### config.mk
export PLATFORM = sky130hd
export DESIGN_NAME = diagonal_gradient_bayer_dither
export DESIGN_NICKNAME = d
export VERILOG_FILES = /design/src/dgbd_pkg.sv /design/src/dgbd_div.sv /design/src/diagonal_gradient_bayer_dither.sv
export VERILOG_INCLUDE_DIRS = /design/src /design/src/src
export SDC_FILE = /design/constraint.sdc
export NUM_CORES = 2
export LEC_CHECK = 0
export ABC_AREA = 1
export BUFFER_PORTS_ARGS = -buffer_cell sky130_fd_sc_hd__buf_2
export CAP_MARGIN = 0
export CORE_ASPECT_RATIO = 0.75
export CORE_MARGIN = 2
export CORE_UTILIZATION = 45
export CTS_CLUSTER_SIZE = 30
export DETAILED_ROUTE_END_ITERATION = 8
export PLACE_DENSITY = 0.64
export SYNTH_ARGS = -nofsm -noshare
export SYNTH_HDL_FRONTEND = slang
export SYNTH_SLANG_ARGS = --single-unit
### constraint.sdc
create_clock -name clk -period 18.3 [get_ports clk]
set_input_delay 0.915 -clock clk [delete_from_list [all_inputs] [get_ports clk]]
set_output_delay 0.915 -clock clk [all_outputs]
set_load 0.005 [all_outputs]
### src/diagonal_gradient_bayer_dither_macros.svh
// ----------------------------------------------------------------------------
// Assertion macros for the diagonal gradient dither block
// Shorthand for clocked assertions on clk, disabled while rst_n is low.
// ----------------------------------------------------------------------------
`ifndef DIAGONAL_GRADIENT_BAYER_DITHER_MACROS_SVH
`define DIAGONAL_GRADIENT_BAYER_DITHER_MACROS_SVH

// Same-cycle implication
`define DGBD_ASSERT_NOW(lbl, ante, cons, msg) \
    lbl: assert property (@(posedge clk) disable iff (!rst_n) (ante) |-> (cons)) \
        else $error(msg);

// Next-cycle implication
`define DGBD_ASSERT_NEXT(lbl, ante, cons, msg) \
    lbl: assert property (@(posedge clk) disable iff (!rst_n) (ante) |=> (cons)) \
        else $error(msg);

`endif

### src/dgbd_pkg.sv
`timescale 1ns / 1ps
// ----------------------------------------------------------------------------
// dgbd_pkg
// Types, constants and tables shared by the gradient dither block.
// ----------------------------------------------------------------------------
package dgbd_pkg;

    localparam int MAX_DIM     = 4096;
    localparam int DITHER_SIZE = 4;

    localparam int COORD_W    = 12;
    localparam int DIM_W      = 13;
    localparam int CHAN_W     = 8;
    localparam int CFG_IDX_W  = 3;
    localparam int CFG_DATA_W = DIM_W;
    localparam int WEIGHT_W   = 9;                 // weight spans 0..256
    localparam int DIVIDEND_W = COORD_W + 8;       // pos * 256
    localparam int DIVISOR_W  = 12;                // dim - 1, at most 4095
    localparam int DIV_STAGES = WEIGHT_W;          // one quotient bit per stage
    localparam int BAYER_W    = 4;

    localparam logic [DIM_W-1:0]  FRAME_WIDTH_RST  = 13'd640;
    localparam logic [DIM_W-1:0]  FRAME_HEIGHT_RST = 13'd480;
    localparam logic [CHAN_W-1:0] START_RED_RST    = 8'd128;
    localparam logic [CHAN_W-1:0] START_GREEN_RST  = 8'd0;
    localparam logic [CHAN_W-1:0] START_BLUE_RST   = 8'd192;
    localparam logic [CHAN_W-1:0] END_RED_RST      = 8'd255;
    localparam logic [CHAN_W-1:0] END_GREEN_RST    = 8'd128;
    localparam logic [CHAN_W-1:0] END_BLUE_RST     = 8'd0;

    typedef enum logic [CFG_IDX_W-1:0] {
        CFG_FRAME_WIDTH  = 3'd0,
        CFG_FRAME_HEIGHT = 3'd1,
        CFG_START_RED    = 3'd2,
        CFG_START_GREEN  = 3'd3,
        CFG_START_BLUE   = 3'd4,
        CFG_END_RED      = 3'd5,
        CFG_END_GREEN    = 3'd6,
        CFG_END_BLUE     = 3'd7
    } cfg_index_t;

    typedef struct packed {
        logic [COORD_W-1:0] pixel_x;
        logic [COORD_W-1:0] pixel_y;
    } pixel_in_t;

    typedef struct packed {
        logic [15:0] color565;
        logic        inside_res;
    } pixel_out_t;

    typedef struct packed {
        logic [DIVIDEND_W-1:0] dividend;
        logic [DIVISOR_W-1:0]  divisor;
    } div_req_t;

    // 4x4 ordered dither matrix, indexed by row then column
    function automatic logic [BAYER_W-1:0] bayer_value(input logic [1:0] row,
                                                       input logic [1:0] col);
        logic [BAYER_W-1:0] val;
        case ({row, col})
            4'h0: val = 4'd0;
            4'h1: val = 4'd8;
            4'h2: val = 4'd2;
            4'h3: val = 4'd10;
            4'h4: val = 4'd12;
            4'h5: val = 4'd4;
            4'h6: val = 4'd14;
            4'h7: val = 4'd6;
            4'h8: val = 4'd3;
            4'h9: val = 4'd11;
            4'hA: val = 4'd1;
            4'hB: val = 4'd9;
            4'hC: val = 4'd15;
            4'hD: val = 4'd7;
            4'hE: val = 4'd13;
            default: val = 4'd5;
        endcase
        return val;
    endfunction

endpackage

### src/dgbd_div.sv
`timescale 1ns / 1ps
// ----------------------------------------------------------------------------
// dgbd_div
// Pipelined restoring divider producing the 9-bit position weight,
// one quotient bit per register stage.
// ----------------------------------------------------------------------------
module dgbd_div
    import dgbd_pkg::*;
(
    input  logic                clk,
    input  logic                advance,
    input  div_req_t            req,
    output logic [WEIGHT_W-1:0] quotient
);

    logic [DIVIDEND_W-1:0] rem_reg [DIV_STAGES];
    logic [WEIGHT_W-1:0]   quo_reg [DIV_STAGES];

    for (genvar s = 0; s < DIV_STAGES; s++) begin : g_stage
        localparam int SHIFT = DIV_STAGES - 1 - s;

        logic [DIVIDEND_W-1:0] rem_in;
        logic [WEIGHT_W-1:0]   quo_in;
        logic [DIVIDEND_W:0]   trial;
        logic [DIVIDEND_W-1:0] rem_next;
        logic [WEIGHT_W-1:0]   quo_next;

        if (s == 0) begin : g_first
            assign rem_in = req.dividend;
            assign quo_in = '0;
        end
        else begin : g_rest
            assign rem_in = rem_reg[s-1];
            assign quo_in = quo_reg[s-1];
        end

        // subtract divisor aligned to this quotient bit; the top bit is the borrow
        assign trial = {1'b0, rem_in}
                     - ({{(DIVIDEND_W + 1 - DIVISOR_W){1'b0}}, req.divisor} << SHIFT);

        always_comb
        begin
            quo_next        = quo_in;
            quo_next[SHIFT] = ~trial[DIVIDEND_W];
            rem_next        = trial[DIVIDEND_W] ? rem_in : trial[DIVIDEND_W-1:0];
        end

        always_ff @(posedge clk)
        begin
            if (advance)
            begin
                rem_reg[s] <= rem_next;
                quo_reg[s] <= quo_next;
            end
        end
    end

    assign quotient = quo_reg[DIV_STAGES-1];

endmodule

### src/diagonal_gradient_bayer_dither.sv
`timescale 1ns / 1ps
// Pipeline: an input transfer loads the first of twelve register stages, and the result
// shows on out_valid/out_data from the last of them.
// Throughput: one pixel per cycle when not stalled; the nine-stage divider sets depth.
// A stall on the output freezes every stage at once; nothing is dropped.
// Reset: clears all valid bits and loads the registers with their default colors/frame.
`include "diagonal_gradient_bayer_dither_macros.svh"
// ----------------------------------------------------------------------------
// diagonal_gradient_bayer_dither
// Diagonal two-color gradient pixel generator with 4x4 ordered dither and
// RGB565 packing. Stages: input register, 9 divider stages for the x/y
// weights, interpolation stage, then average/dither/clamp into the output
// register.
// ----------------------------------------------------------------------------
module diagonal_gradient_bayer_dither
    import dgbd_pkg::*;
(
    input  logic                  clk,
    input  logic                  rst_n,
    // pixel coordinate channel
    input  logic                  in_valid,
    output logic                  in_stall,
    input  pixel_in_t             in_data,
    // color result channel
    output logic                  out_valid,
    input  logic                  out_stall,
    output pixel_out_t            out_data,
    // register write port
    input  logic                  cfg_we,
    input  logic [CFG_IDX_W-1:0]  cfg_index,
    input  logic [CFG_DATA_W-1:0] cfg_data
);

    // ------------------------------------------------------------------
    // Configuration registers
    // ------------------------------------------------------------------
    logic [DIM_W-1:0]  frame_width_reg;
    logic [DIM_W-1:0]  frame_height_reg;
    logic [CHAN_W-1:0] start_red_reg;
    logic [CHAN_W-1:0] start_green_reg;
    logic [CHAN_W-1:0] start_blue_reg;
    logic [CHAN_W-1:0] end_red_reg;
    logic [CHAN_W-1:0] end_green_reg;
    logic [CHAN_W-1:0] end_blue_reg;

    always_ff @(posedge clk or negedge rst_n)
    begin
        if (!rst_n)
        begin
            frame_width_reg  <= FRAME_WIDTH_RST;
            frame_height_reg <= FRAME_HEIGHT_RST;
            start_red_reg    <= START_RED_RST;
            start_green_reg  <= START_GREEN_RST;
            start_blue_reg   <= START_BLUE_RST;
            end_red_reg      <= END_RED_RST;
            end_green_reg    <= END_GREEN_RST;
            end_blue_reg     <= END_BLUE_RST;
        end
        else if (cfg_we)
        begin
            unique case (cfg_index_t'(cfg_index))
                CFG_FRAME_WIDTH:  frame_width_reg  <= cfg_data;
                CFG_FRAME_HEIGHT: frame_height_reg <= cfg_data;
                CFG_START_RED:    start_red_reg    <= cfg_data[CHAN_W-1:0];
                CFG_START_GREEN:  start_green_reg  <= cfg_data[CHAN_W-1:0];
                CFG_START_BLUE:   start_blue_reg   <= cfg_data[CHAN_W-1:0];
                CFG_END_RED:      end_red_reg      <= cfg_data[CHAN_W-1:0];
                CFG_END_GREEN:    end_green_reg    <= cfg_data[CHAN_W-1:0];
                CFG_END_BLUE:     end_blue_reg     <= cfg_data[CHAN_W-1:0];
            endcase
        end
    end

    // ------------------------------------------------------------------
    // Frame geometry from registers; user keeps them static while busy, unenforced
    // ------------------------------------------------------------------
    logic [DIM_W-1:0]     width_eff;
    logic [DIM_W-1:0]     height_eff;
    logic [DIM_W-1:0]     width_m1;
    logic [DIM_W-1:0]     height_m1;
    logic [DIVISOR_W-1:0] divisor_x;
    logic [DIVISOR_W-1:0] divisor_y;

    // saturate each dimension at the largest supported frame
    assign width_eff  = (frame_width_reg  > DIM_W'(MAX_DIM)) ? DIM_W'(MAX_DIM) : frame_width_reg;
    assign height_eff = (frame_height_reg > DIM_W'(MAX_DIM)) ? DIM_W'(MAX_DIM) : frame_height_reg;
    assign width_m1   = width_eff  - DIM_W'(1);
    assign height_m1  = height_eff - DIM_W'(1);

    // A one-pixel axis only ever sees position 0, so dividing by one gives
    // the required zero weight without a separate bypass.
    assign divisor_x = (width_eff  <= DIM_W'(1)) ? DIVISOR_W'(1) : width_m1[DIVISOR_W-1:0];
    assign divisor_y = (height_eff <= DIM_W'(1)) ? DIVISOR_W'(1) : height_m1[DIVISOR_W-1:0];

    // ------------------------------------------------------------------
    // Global advance: the whole pipe moves unless a finished result is held
    // ------------------------------------------------------------------
    logic advance;
    logic out_valid_reg;

    assign advance  = ~(out_valid_reg & out_stall);
    assign in_stall = ~advance;

    // ------------------------------------------------------------------
    // Stage A: register the coordinate, frame test and dither entry
    // ------------------------------------------------------------------
    logic               a_valid_reg;
    logic               a_inside_reg;
    logic [BAYER_W-1:0] a_bayer_reg;
    logic [COORD_W-1:0] a_x_reg;
    logic [COORD_W-1:0] a_y_reg;
    logic               a_inside_next;
    logic [BAYER_W-1:0] a_bayer_next;

    assign a_inside_next = ({1'b0, in_data.pixel_x} < width_eff)
                         & ({1'b0, in_data.pixel_y} < height_eff);
    assign a_bayer_next  = bayer_value(in_data.pixel_y[1:0], in_data.pixel_x[1:0]);

    always_ff @(posedge clk or negedge rst_n)
    begin
        if (!rst_n)
        begin
            a_valid_reg <= 1'b0;
        end
        else if (advance)
        begin
            a_valid_reg <= in_valid;
        end
    end

    always_ff @(posedge clk)
    begin
        if (advance)
        begin
            a_inside_reg <= a_inside_next;
            a_bayer_reg  <= a_bayer_next;
            a_x_reg      <= in_data.pixel_x;
            a_y_reg      <= in_data.pixel_y;
        end
    end

    // ------------------------------------------------------------------
    // Divider stages: weight t = pos * 256 / (dim - 1) for both axes
    // ------------------------------------------------------------------
    div_req_t            req_x;
    div_req_t            req_y;
    logic [WEIGHT_W-1:0] weight_x;
    logic [WEIGHT_W-1:0] weight_y;

    assign req_x.dividend = {a_x_reg, 8'h00};
    assign req_x.divisor  = divisor_x;
    assign req_y.dividend = {a_y_reg, 8'h00};
    assign req_y.divisor  = divisor_y;

    dgbd_div u_div_x
    (
        .clk      (clk),
        .advance  (advance),
        .req      (req_x),
        .quotient (weight_x)
    );

    dgbd_div u_div_y
    (
        .clk      (clk),
        .advance  (advance),
        .req      (req_y),
        .quotient (weight_y)
    );

    // valid and sideband travel alongside the divider stages
    logic               dv_valid_reg  [DIV_STAGES];
    logic               dv_inside_reg [DIV_STAGES];
    logic [BAYER_W-1:0] dv_bayer_reg  [DIV_STAGES];

    always_ff @(posedge clk or negedge rst_n)
    begin
        if (!rst_n)
        begin
            for (int i = 0; i < DIV_STAGES; i++)
            begin
                dv_valid_reg[i] <= 1'b0;
            end
        end
        else if (advance)
        begin
            dv_valid_reg[0] <= a_valid_reg;
            for (int i = 1; i < DIV_STAGES; i++)
            begin
                dv_valid_reg[i] <= dv_valid_reg[i-1];
            end
        end
    end

    always_ff @(posedge clk)
    begin
        if (advance)
        begin
            dv_inside_reg[0] <= a_inside_reg;
            dv_bayer_reg[0]  <= a_bayer_reg;
            for (int i = 1; i < DIV_STAGES; i++)
            begin
                dv_inside_reg[i] <= dv_inside_reg[i-1];
                dv_bayer_reg[i]  <= dv_bayer_reg[i-1];
            end
        end
    end

    // ------------------------------------------------------------------
    // Interpolation stage: per channel, per axis ((256-t)*s + t*e) >> 8
    // ------------------------------------------------------------------
    function automatic logic [CHAN_W-1:0] lerp8(input logic [WEIGHT_W-1:0] t,
                                                input logic [CHAN_W-1:0]   s,
                                                input logic [CHAN_W-1:0]   e);
        logic [WEIGHT_W-1:0]          inv;
        logic [WEIGHT_W+CHAN_W-1:0]   p_start;
        logic [WEIGHT_W+CHAN_W-1:0]   p_end;
        logic [WEIGHT_W+CHAN_W:0]     total;
        inv     = WEIGHT_W'(256) - t;
        p_start = inv * s;
        p_end   = t * e;
        total   = {1'b0, p_start} + {1'b0, p_end};
        return total[CHAN_W+7:8];
    endfunction

    logic [CHAN_W-1:0]  start_col [3];
    logic [CHAN_W-1:0]  end_col   [3];
    logic               l_valid_reg;
    logic               l_inside_reg;
    logic [BAYER_W-1:0] l_bayer_reg;
    logic [CHAN_W-1:0]  l_ramp_x_reg [3];
    logic [CHAN_W-1:0]  l_ramp_y_reg [3];

    // channel order: red, green, blue
    assign start_col[0] = start_red_reg;
    assign start_col[1] = start_green_reg;
    assign start_col[2] = start_blue_reg;
    assign end_col[0]   = end_red_reg;
    assign end_col[1]   = end_green_reg;
    assign end_col[2]   = end_blue_reg;

    always_ff @(posedge clk or negedge rst_n)
    begin
        if (!rst_n)
        begin
            l_valid_reg <= 1'b0;
        end
        else if (advance)
        begin
            l_valid_reg <= dv_valid_reg[DIV_STAGES-1];
        end
    end

    always_ff @(posedge clk)
    begin
        if (advance)
        begin
            l_inside_reg <= dv_inside_reg[DIV_STAGES-1];
            l_bayer_reg  <= dv_bayer_reg[DIV_STAGES-1];
            for (int c = 0; c < 3; c++)
            begin
                l_ramp_x_reg[c] <= lerp8(weight_x, start_col[c], end_col[c]);
                l_ramp_y_reg[c] <= lerp8(weight_y, start_col[c], end_col[c]);
            end
        end
    end

    // ------------------------------------------------------------------
    // Output stage: average the ramps, add dither minus 8, clamp, pack
    // ------------------------------------------------------------------
    function automatic logic [CHAN_W-1:0] dither_chan(input logic [CHAN_W-1:0]  a,
                                                      input logic [CHAN_W-1:0]  b,
                                                      input logic [BAYER_W-1:0] bay);
        logic [CHAN_W:0]          total;
        logic signed [CHAN_W+1:0] val;
        logic [CHAN_W-1:0]        res;
        total = {1'b0, a} + {1'b0, b};
        val   = $signed({2'b00, total[CHAN_W:1]})
              + $signed({{(CHAN_W + 2 - BAYER_W){1'b0}}, bay})
              - (CHAN_W + 2)'(8);
        if (val < 0)
        begin
            res = '0;
        end
        else if (val > (CHAN_W + 2)'(255))
        begin
            res = '1;
        end
        else
        begin
            res = val[CHAN_W-1:0];
        end
        return res;
    endfunction

    logic [CHAN_W-1:0] red_pix;
    logic [CHAN_W-1:0] green_pix;
    logic [CHAN_W-1:0] blue_pix;
    pixel_out_t        out_data_next;
    pixel_out_t        out_data_reg;

    assign red_pix   = dither_chan(l_ramp_x_reg[0], l_ramp_y_reg[0], l_bayer_reg);
    assign green_pix = dither_chan(l_ramp_x_reg[1], l_ramp_y_reg[1], l_bayer_reg);
    assign blue_pix  = dither_chan(l_ramp_x_reg[2], l_ramp_y_reg[2], l_bayer_reg);

    always_comb
    begin
        out_data_next.inside_res = l_inside_reg;
        // outside the frame the color is forced to black
        if (l_inside_reg)
        begin
            out_data_next.color565 = {red_pix[7:3], green_pix[7:2], blue_pix[7:3]};
        end
        else
        begin
            out_data_next.color565 = '0;
        end
    end

    always_ff @(posedge clk or negedge rst_n)
    begin
        if (!rst_n)
        begin
            out_valid_reg <= 1'b0;
        end
        else if (advance)
        begin
            out_valid_reg <= l_valid_reg;
        end
    end

    always_ff @(posedge clk)
    begin
        if (advance)
        begin
            out_data_reg <= out_data_next;
        end
    end

    assign out_valid = out_valid_reg;
    assign out_data  = out_data_reg;

    // ------------------------------------------------------------------
    // Assertions
    // ------------------------------------------------------------------
    `DGBD_ASSERT_NOW(a_weight_range,
        dv_valid_reg[DIV_STAGES-1] && dv_inside_reg[DIV_STAGES-1],
        weight_x <= WEIGHT_W'(256) && weight_y <= WEIGHT_W'(256),
        "position weight above 256 for an in-frame pixel")
    `DGBD_ASSERT_NOW(a_outside_black,
        out_valid_reg && !out_data_reg.inside_res,
        out_data_reg.color565 == 16'h0000,
        "out-of-frame pixel carries a nonzero color")
    `DGBD_ASSERT_NEXT(a_hold_on_stall,
        !advance,
        $stable(a_valid_reg) && $stable(l_valid_reg) && $stable(dv_valid_reg[0]),
        "pipeline valid bits moved during a stall")
    `DGBD_ASSERT_NEXT(a_stage_advance,
        advance && a_valid_reg,
        dv_valid_reg[0],
        "item lost between input stage and divider")

endmodule

==> results.py <==
metrics = {
    "synthesis": {
        "synthMuxAreaShare_pct": 0.01834,
        "synth-seq-cells": 566,
        "synth.avg_cell_area_sq_um": 8.565,
        "yosys.area_share.adder_pct": 34.41,
        "synthFlopType": "edfxtp_1",
        "yosys_warnings": 0,
        "synth-simple-area-share_pct": 16.60,
        "syn_inst": 7170,
        "syn-num-nets": 8509,
        "ys_types": 63,
        "mappedNetlistArea_sq_mm": 0.06141,
        "synth_edf_count": 480,
        "synthXorXnorAreaFrac_pct": 4.079,
        "async_flop_share_pct": 15.19,
        "ys_seq_area_share_pct": 27.01,
        "synth_top_family_by_area": "adder cells",
        "synth_compound_area_share_pct": 7.090,
    },
    "place": {
        "io_buffers": 63,
        "hpwl_mm": 127.6,
        "gp_congestion": 0.9415,
    },
    "route": {
        "drc": 0,
        "wl_met1_mm": 79.09,
        "drtIter0Drc": 4697,
        "top_layer_used": "met5",
        "dr.pass1.iters": 7,
        "wl_mm": 171.8,
        "wl_met3_mm": 18.55,
        "wl_per_cell_microns": 19.13,
        "ant_nets": 0,
        "dr_total_vias": 47230,
        "dr_wl_met2_mm": 69.25,
        "routed_via_density": 5.258,
    },
    "worst_setup_path": {
        "cp_slowest_cell": "clkinv_1",
        "critPathMaxFanout": 47,
        "worstPathArrival_ns": 8.57,
        "worstSetupPathType": "flop to flop",
        "endpoint_kind": "flop",
        "max_stage_delay_ns": 0.70,
        "crit_top_cell": "nand2_1",
        "start_kind": "flop",
        "crit_required_ns": 18.68,
    },
    "clock_network": {
        "cts.repair.resized": 0,
        "clk_path_buf_depth": 3,
        "hold_buffers": 0,
        "cts-buffers-inserted": 60,
        "cts_root_buf": "clkbuf_16",
        "cts-htree-levels": 2,
        "clk_latency_ns": 0.70,
        "postCtsSetupBuffers": 0,
        "clock-sinks": 566,
        "tritoncts": "yes",
        "clkTransAtPathRegs_ns": 0.07,
    },
    "floorplan": {
        "placementRows": 117,
        "die_x_microns": 430.6,
        "ioPinCount": 64,
        "dieHeight_microns": 323.9,
        "initial_core_util_pct": 45.30,
        "dieArea_sq_mm": 0.1395,
        "core-area_sq_mm": 0.1356,
    },
    "final_layout": {
        "drive_above_1_share_pct": 4.657,
        "finalNetCount": 8482,
        "final_common_cell": "nand2_1",
        "syn_to_final_growth_pct": 6.905,
        "final_cell_mix": "nand2_1 (1624), inv_1 (1500), fa_1 (658), ha_1 (636)",
    },
    "timing": {
        "fin_setup_tns_ns": 0,
        "holdWs_ns": 0.05259,
        "final-hold-violation-count": 0,
        "finalCritPeriodShare_pct": 44.75,
        "rsz0062_at_grt": "false",
        "max_freq_mhz": 122.1,
        "tightest_slew_ns": 1.213,
        "setup_viol": 0,
        "final.setup_skew_ns": 0.03932,
        "period_needed_ns": 8.189,
        "slew_viol_final": 0,
        "slew_headroom_pct": 19.11,
    },
    "grt": {
        "grt_use_total_pct": 25.13,
        "antenna_found_initial": 4,
        "overflow": 0,
        "grt_pass1_wl_mm": 270.4,
        "grt_max_degree": 75,
        "grt_pass1_vias": 46800,
    },
    "run_status": {
        "outcome": "completed",
    },
    "worst_hold_path": {
        "holdCritPathClass": "primary input to asynchronous set/reset pin",
    },
    "job": {
        "cap_viol_max_count": 0,
    },
}
## cell families (layout without fill, tap and decap cells)
group                      count (synthesis)  count (layout)
other                                      0               3
buffers and inverters                   1734            1758
and+or+nand+nor                         2500            2500
adders and majority gates               1294            1294
xor gates and xnor gates                 286             286
muxes                                      1               1
AOI/OAI and AO/OA                        789             789
DFF                                      566             566
## area by class of cell
type,count,area (sq um)
repair buffers,130,820.8
flip-flops and latches,566,16590
clock buffers,78,1747
inverters,1515,5689
multi-input cells,4870,38210
clock inverters,35,355.3
diodes,3,7.507
fillers,12850,69910
well taps,1785,2233
## path summary, 6_finish.rpt
kind / slack [ns] / endpoint / cells after the start / startpoint
min in group clk: 0.41 / l_bayer_reg[1]$_DFFE_PN_ / 0 / dv_bayer_reg[8][1]$_DFFE_PN_
setup reg to reg: 10.11 / l_ramp_y_reg[0][7]$_DFFE_PN_ / 31 / u_div_y.quo_reg[0][72]$_DFFE_PN_
max in group asynchronous: 16.97 / end_blue_reg[3]$_DFFE_PN0P_ / 2 / rst_n
hold / removal: 0.05 / a_valid_reg$_DFFE_PN0N_ / 1 / rst_n
hold reg to reg: 0.41 / l_bayer_reg[1]$_DFFE_PN_ / 0 / dv_bayer_reg[8][1]$_DFFE_PN_
setup / recovery: 10.11 / l_ramp_y_reg[0][7]$_DFFE_PN_ / 31 / u_div_y.quo_reg[0][72]$_DFFE_PN_
## synth_stat cells, drive strengths merged, types with 6 or more instances
cell	instances	area [sq um]
o211ai	9	67.56
fa	658	13170
o21ai	296	1523
or2	21	131.4
o31ai	6	50.05
nand4	43	269.0
a31oi	18	112.6
clkinv	6	22.52
nand3	209	1066
a21oi	362	1819
o21a	7	52.55
edfxtp	480	14410
clkbuf	157	589.3
nor3	41	210.2
inv	1509	5667
o21bai	23	180.2
ha	636	7958
nor4	23	143.9
nand3b	19	146.4
dfrtp	68	1702
a21o	27	202.7
xnor2	134	1174
a211oi	17	127.6
nand2	1649	6314
dfstp	18	473.0
and3	6	37.54
buf	62	346.6
nor2	483	1839
xor2	152	1331
o2111ai	6	52.55
## per-layer routing
metal,global-route usage (%),up-vias
li1,-,22340
met1,37.47,22670
met3,6.224,254
met5,0,-
met2,36.40,1960
met4,6.214,2
## critical path: cells and delay by family (launching register included)
family	cells	cell delay, ns
buf+inv	7	1.58
xor+xnor	1	0.14
compound gates	2	0.35
fa+ha+maj	8	3.54
flops	1	0.32
simple gates	13	1.94
## through the flow
| step | setup slack [ns] | util (%) | cell area (sq um) | std cells |
|---|---|---|---|---|
| after detailed placement | 10.30 | 46.87 | 63540 | 8866 |
| after floorplan | 3.130 | - | 61410 | 7170 |
| after global routing | 9.620 | 48.43 | 65650 | 8981 |
| final | 10.11 | 48.43 | 65650 | 8982 |
| after CTS | 10.27 | 48.43 | 65640 | 8979 |
| after global placement | 10.53 | 46.87 | 63540 | 8866 |
Power is left out: the tool's default activity adds up to more than one toggle a clock period on the data nets, which glitch-free logic cannot reach.
